$ cat src/sv/tcw_pkg.sv
// Shared constants, field widths and controller/datapath interface types of the text console.
`default_nettype none

package tcw_pkg;

    // Default geometry of the character store.
    localparam int DEF_MAX_COLS = 128;
    localparam int DEF_MAX_ROWS = 64;
    localparam int DEF_TAB_STOP = 4;

    // Fixed widths of the item fields and registers.
    localparam int OP_W       = 2;
    localparam int CHAR_W     = 8;
    localparam int CELL_ROW_W = 6;
    localparam int CELL_COL_W = 7;
    localparam int CUR_ROW_W  = 7;
    localparam int CUR_COL_W  = 8;
    localparam int LINES_W    = 16;
    localparam int CFG_COLS_W = 8;
    localparam int CFG_ROWS_W = 7;
    localparam int CFG_IDX_W  = 1;
    localparam int CFG_DATA_W = 8;

    // Register indexes of the configuration port.
    localparam logic [CFG_IDX_W-1:0] CFG_COLS_IDX = 1'b0;
    localparam logic [CFG_IDX_W-1:0] CFG_ROWS_IDX = 1'b1;

    // Register reset values.
    localparam logic [CFG_COLS_W-1:0] COLS_RESET = 8'd80;
    localparam logic [CFG_ROWS_W-1:0] ROWS_RESET = 7'd24;

    // Operation codes.
    localparam logic [OP_W-1:0] OP_WRITE = 2'd0;
    localparam logic [OP_W-1:0] OP_CLEAR = 2'd1;
    localparam logic [OP_W-1:0] OP_READ  = 2'd2;

    // Character codes with special meaning.
    localparam logic [CHAR_W-1:0] CH_TAB     = 8'd9;
    localparam logic [CHAR_W-1:0] CH_NEWLINE = 8'd10;
    localparam logic [CHAR_W-1:0] CH_SPACE   = 8'd32;

    // Commands from the controller to the datapath.
    typedef struct packed {
        logic accept;       // latch the item fields, restart the sweep counter
        logic home;         // cursor to row 0, column 0
        logic sweep_space;  // write a space at the sweep address and advance
        logic wrap;         // apply the deferred wrap
        logic put_char;     // store a printable character and advance the cursor
        logic scroll_step;  // one cell of the scroll copy or bottom-row blanking
        logic scroll_end;   // park the cursor on the bottom row in use
        logic fill_step;    // blank one cell of a newline or tab span
        logic finish;       // the item's result goes out next cycle
        logic finish_read;  // the result carries the cell that was read
    } cmd_t;

    // Status from the datapath to the controller.
    typedef struct packed {
        logic sweep_last;   // sweep counter is at the last cell of the store
        logic scroll_last;  // sweep counter is at the last cell of the bottom row
        logic need_scroll;  // cursor row after wrap lies below the area in use
        logic is_plain;     // latched character is neither newline nor tab
        logic fill_last;    // current span cell is the last one
    } sts_t;

endpackage

`default_nettype wire

$ cat src/sv/tcw_ctrl.sv
// Controller state machine of the text console: sequences sweeps, scrolls and spans.
`default_nettype none

module tcw_ctrl (
    input  wire logic                   clk,
    input  wire logic                   rst_n,
    input  wire logic                   start,
    input  wire logic [tcw_pkg::OP_W-1:0] operation,
    input  wire tcw_pkg::sts_t          sts,
    output tcw_pkg::cmd_t               cmd,
    output logic                        busy,
    output logic                        done
);
    import tcw_pkg::*;

    typedef enum logic [7:0] {
        ST_INIT   = 8'b0000_0001,
        ST_IDLE   = 8'b0000_0010,
        ST_EXEC   = 8'b0000_0100,
        ST_SCROLL = 8'b0000_1000,
        ST_DRAIN  = 8'b0001_0000,
        ST_FILL   = 8'b0010_0000,
        ST_READ   = 8'b0100_0000,
        ST_CLEAR  = 8'b1000_0000
    } state_t;

    state_t state_reg, state_next;
    logic   done_reg;

    always_comb
    begin
        state_next = state_reg;
        cmd        = '0;
        unique case (state_reg)
            ST_INIT:
            begin
                cmd.sweep_space = 1'b1;
                if (sts.sweep_last)
                begin
                    state_next = ST_IDLE;
                end
            end
            ST_IDLE:
            begin
                if (start)
                begin
                    cmd.accept = 1'b1;
                    unique case (operation)
                        OP_WRITE: state_next = ST_EXEC;
                        OP_CLEAR:
                        begin
                            cmd.home   = 1'b1;
                            state_next = ST_CLEAR;
                        end
                        default:  state_next = ST_READ;
                    endcase
                end
            end
            ST_EXEC:
            begin
                cmd.wrap = 1'b1;
                if (sts.need_scroll)
                begin
                    state_next = ST_SCROLL;
                end
                else if (sts.is_plain)
                begin
                    cmd.put_char = 1'b1;
                    cmd.finish   = 1'b1;
                    state_next   = ST_IDLE;
                end
                else
                begin
                    state_next = ST_FILL;
                end
            end
            ST_SCROLL:
            begin
                cmd.scroll_step = 1'b1;
                if (sts.scroll_last)
                begin
                    state_next = ST_DRAIN;
                end
            end
            ST_DRAIN:
            begin
                cmd.scroll_end = 1'b1;
                state_next     = ST_EXEC;
            end
            ST_FILL:
            begin
                cmd.fill_step = 1'b1;
                if (sts.fill_last)
                begin
                    cmd.finish = 1'b1;
                    state_next = ST_IDLE;
                end
            end
            ST_READ:
            begin
                cmd.finish      = 1'b1;
                cmd.finish_read = 1'b1;
                state_next      = ST_IDLE;
            end
            ST_CLEAR:
            begin
                cmd.sweep_space = 1'b1;
                if (sts.sweep_last)
                begin
                    cmd.finish = 1'b1;
                    state_next = ST_IDLE;
                end
            end
            default:
            begin
                state_next = ST_INIT;
            end
        endcase
    end

    always_ff @(posedge clk or negedge rst_n)
    begin
        if (!rst_n)
        begin
            state_reg <= ST_INIT;
            done_reg  <= 1'b0;
        end
        else
        begin
            state_reg <= state_next;
            done_reg  <= cmd.finish;
        end
    end

    assign busy = (state_reg != ST_IDLE);
    assign done = done_reg;

endmodule

`default_nettype wire

$ cat config.mk
export PLATFORM = sky130hd
export DESIGN_NAME = tcw_ctrl
export DESIGN_NICKNAME = d
export VERILOG_FILES = /design/src/sv/tcw_pkg.sv /design/src/sv/tcw_ctrl.sv
export SDC_FILE = /design/constraint.sdc
export NUM_CORES = 1
export LEC_CHECK = 0
export BUFFER_PORTS_ARGS = -buffer_cell sky130_fd_sc_hd__buf_2
export CAP_MARGIN = 20
export CORE_ASPECT_RATIO = 1.1
export CORE_MARGIN = 1.5
export CORE_UTILIZATION = 40
export DETAILED_ROUTE_END_ITERATION = 10
export PLACE_DENSITY = 0.66
export SYNTH_ARGS = -nofsm -noshare
export SYNTH_HDL_FRONTEND = slang
export SYNTH_SLANG_ARGS = --single-unit
export TNS_END_PERCENT = 30
$ cat constraint.sdc
create_clock -name clk -period 1.9 [get_ports clk]
set_input_delay 0.19 -clock clk [delete_from_list [all_inputs] [get_ports clk]]
set_output_delay 0.19 -clock clk [all_outputs]
set_load 0.1 [all_outputs]
# Word level (Yosys, flattened, before mapping)
# Cells that the tools add are included.
# Widths: inputs -> output; s select.
# totals
reg_bits,9
output_inout_bits,12
elab_cells,41
# op_classes
eq_ne,14
mux,22
reduce_logical,3
# ops
operator,n
$pmux 8 s7,1
$mux 8,5
$pmux 8 s2,1
$mux 1,10
$eq 8x1->1 const B,1
$eq 8x2->1 const B,1
$eq 8x3->1 const B,1
$eq 8x4->1 const B,1
$eq 8x5->1 const B,1
$eq 8x6->1 const B,1
$eq 8x7->1 const B,1
$eq 8x8->1 const B,1
$ne 8x2->1 const B,1
$mux 2,3
$mux 6,1
$ne 2x2->1 const B,3
$pmux 1 s4,1
$reduce_and 4->1,1
$eq 2x1->1 const B,1
$logic_not 2->1,1
$ne 2x1->1 const B,1
$reduce_or 2->1,1

# Logic depth before layout (Yosys ltp)
# logic_depth
depth_word,4
mapped_depth,6

# Least setup slack after synthesis
# OpenSTA, ideal clock, no wires.
# synth_path
kind,reg-to-output
from,register state_reg[0]
to,output cmd[1] (netlist bit)
arrival_time_ns,3.975
required_ns,1.710
path_slack_ns,-2.265
stages_incl_launch_ff,6
path_buffers,1
cell_sequence,dfstp_2 clkbuf_1 nor2_1 nand4_1 nor3b_1 or2_2
# synth_lines
item,line_no,text
from (decl),tcw_ctrl.sv:27,"state_t state_reg, state_next;"
from (signal assigned),tcw_ctrl.sv:130,state_reg <= state_next;
to (decl),tcw_ctrl.sv:10,"output tcw_pkg::cmd_t cmd,"

==> reports/results.txt <==
Yosys attributes the largest share of cell area to dfrtp_1 30%, nor2_1 6.2%, a21oi_1 4.5%, o32ai_4 4.1%, dfstp_2 4.0%. For this run, the post-layout net count is 119. The worst hold path terminates at state_reg[1]. The endpoint identified for the worst register-to-register timing path is state_reg[0].

Data on the critical path arrives at its endpoint at 1.85 ns. The detail route stage leaves a number of antenna-violating nets equal to 0. The number of placed instances, taps included, is 117. The max-slew violation total from the final report is 0, and the port buffer count is 21.

No sink is reached through more buffers than the 2 on the longest clock path. The highest cell delay on the worst timing path works out to 0.54 ns. Power spread over the standard cell area amounts to 1160 nW/um2. In this run the horizontal extent of the chip is 41.86 um. The initialized floorplan defines 15 standard-cell rows. The number of library cell types mapped by synthesis came out at 36.

The total DRC errors in the routed layout came out at 0. After clock tree synthesis, the clock-pin slew on the worst setup and hold paths is 0.05 ns. Across the VDD grid, the largest voltage drop is 0.0008759 V.

The tools report the required time of the critical path as 1.71 ns. For the worst max-slew margin expressed relative to the limit, the log shows 0.6802. Setup repair after global routing could not meet its margin everywhere.

In this run the worst path has a maximum fanout of 2. The transition time at the pin with the least slew margin works out to 0.4830 ns. The later pin in the worst-skew pair is clocked with a latency of 0.25 ns. TritonCTS built the clock tree. In the synthesized netlist, the number of instances is 78.

Compared with the post-synthesis result, the final layout area differs by 71.19%. The checks that failed: negative setup slack. The flow ran to the end, but the final reports show violations. The register with the most flip-flops in the layout has 8 of them. The logs give 0.001306 ns for the final worst clock skew and 1915 um2 for the full die area.

The tightest min-delay check is of the in -> reg type. Share of the synthesized area in the top cell type: 0.3013. The root buffer cell is clkbuf_4.

The number of synthesized register bits is 9. The slowest stage cell on the critical path is or4_4. The tools report the level count of the clock H-tree as 1. The number of antenna violations at the first check in global routing came out at 0. The critical path goes through or4_4 -> or4_4 -> inv_2 -> buf_12. In the final layout, the multi-input gates occupy 493.0 um2.

The startpoint identified for the worst hold timing path is start. The achievable frequency came out at 0.4903 GHz. Static leakage: 0.5058 nW. The count of endpoints failing setup in the final report is 3. In this run the vertical extent of the chip is 45.75 um. Along the worst hold path, the cell count comes to 2. By startpoint and endpoint, the worst setup path is classified as reg -> out. Pin count of the biggest net entering global routing: 10.

The clock period minus worst slack was 2.039 ns; the cell area after synthesis was 664.4 um2. The I/O pin count came out at 22. The number of cells on the worst reg-to-reg path is 6, and the count of clock tree sinks is 9. STA classifies the critical path endpoint as a primary output.

The run gives -0.1395 ns as the least setup slack across all paths after layout. The sequential cell area is 229.0 um2. The fraction of layout instances using a drive strength above 1 came out at 0.5278. After legalization and detailed placement, the total HPWL measured 1304 um. The sequential fraction of the synthesis area is 0.3409, and the number of standard cells in the final layout excluding fillers is 125. The routed layout has 687 vias. The number of global-route vias before repair was 622; the mean cell area of the mapped netlist was 8.518 um2. For this run the aggregate overflow at the end of global routing stands at 0. Fill cells in the final layout number 119. Post-route clock period utilization: 1.073.

The tools report the total global routing track utilization as 0.1847. The first TritonRoute pass finished after 4 iterations. Counting every net in the synthesized netlist gives 88. STA classifies the critical path startpoint as a flip-flop. The synthesized design spends more area on one cell type than any other, namely dfrtp_1. The number of vias per cell is 5.496, and the worst slack on hold paths is 0.1686 ns.

The effective utilization at floorplan came out at 0.4265. Dividing the detail-routed wire length by the instance count gives 12.61 um. The max capacitance violation total is 0, and the area of the core is 1558 um2. The first global-routing pass estimated 2663 um of wire. The register-to-register setup slack is 0 ns. The weighted congestion at the end of routability-driven global placement was 0.7900; the initial detailed-routing violation count was 9.

For the warning count from the yosys run, the log shows 0. In this run the critical register-to-register path is launched from state_reg[2]. Counting stages on the worst path, the most repeated cell is or4_4. The logs give 0 for the number of hold violations in the final report and 3 for the number of buffers inserted during clock tree synthesis. The worst setup path startpoint was state_reg[2].

For this block, the routed nets add up to 1576 um of wire. The run gives 0 as the antenna diode count.
synth_stat cells, drive strengths merged:
library cell / count
buf: 2
and3: 1
inv: 4
o32ai: 2
a21oi: 6
dfstp: 1
o21ai: 2
nor3: 4
dfrtp: 8
and2: 2
nor4: 1
nand4: 1
and4b: 1
xnor2: 1
a211o: 1
nor3b: 2
nand2: 4
xor2: 1
clkbuf: 3
nand2b: 3
a2bb2oi: 1
nand3b: 2
nor2: 12
or2: 2
nor2b: 3
a21o: 1
or4b: 1
or4: 2
nand3: 2
a2111oi: 1
and2b: 1
where the power goes:
part | leakage [nW] | switching, mW | internal [mW]
Combinational | 0.374 | 0.543 | 0.372
Sequential | 0.117 | 0.0401 | 0.229
Clock | 0.0150 | 0.0556 | 0.0802
Total | 0.506 | 0.638 | 0.681
cell families after synthesis:
kind of cell	synth area share
DFF	0.3409
AOI/OAI and AO/OA	0.1752
and+or+nand+nor	0.3993
xor gates and xnor gates	0.02637
buffers and inverters	0.05837
metrics by stage:
step	cell area [um2]	TNS, ns	utilization	setup slack (ns)	total power, mW
floorplan	719.4	-2.650	-	-0.5021	0.8603
global placement	1005	0	0.6450	0.01987	1.069
detailed placement	1005	-0.001622	0.6450	-0.001622	1.078
CTS	1081	-0.2903	0.6940	-0.1514	1.280
global route	1137	-0.6972	0.7301	-0.2026	1.392
finish	1137	-0.2619	0.7301	-0.1395	1.320
layout make-up:
| cell class | instances | area share |
|---|---|---|
| Multi-Input combinational cell | 60 | 0.4334 |
| Timing Repair Buffer | 31 | 0.3102 |
| Sequential cell | 9 | 0.2013 |
| Clock buffer | 4 | 0.02310 |
| Inverter | 4 | 0.01320 |
| Tap cell | 17 | 0.01870 |
cell usage in the layout, fill, tap and decap left out, drive strengths merged, types with 2 or more instances in the layout:
cell	instances
nand2b	3
dfrtp	8
or2	2
or4	2
nand3	2
a21oi	6
nor3	4
nor3b	2
o32ai	2
o21ai	2
buf	30
clkbuf	4
nand2	4
and2	2
nor2	12
nor2b	3
nand3b	2
inv	4
metal layers:
| layer | track usage | share of wire | up-vias |
|---|---|---|---|
| met5 | 0 | 0 | - |
| met3 | 0.02381 | 0.034 | 4 |
| met1 | 0.2139 | 0.41 | 333 |
| met4 | 0.07742 | 0.017 | 0 |
| li1 | - | - | 333 |
| met2 | 0.3469 | 0.53 | 17 |
repair_timing:
| item | CTS | global route |
|---|---|---|
| hold endpoints to repair | 9 | 0 |
| hold buffers | 1 | 0 |
| cloned | 0 | 0 |
| endpoints found under the setup margin | 6 | 11 |
| pin swaps | 7 | 3 |
| buffers inserted | 1 | 2 |
| resized for setup | 12 | 6 |
worst max-delay path: cells and delay by family, from the launching register on:
kind          cells  cell delay, ns
buf+inv           2            0.26
flops             1            0.37
simple gates      2            0.98
worst max path at each step:
stage               endpoint  depth (start not counted)  slack (ns)
global placement      cmd[7]                          4        0.02
floorplan             cmd[1]                          5       -0.50
CTS                   cmd[7]                          4       -0.15
global route          cmd[7]                          4       -0.20
finish                cmd[7]                          4       -0.14
detailed placement    cmd[7]                          4      -0.002
Note: power is estimated with default switching activity, not from simulation.
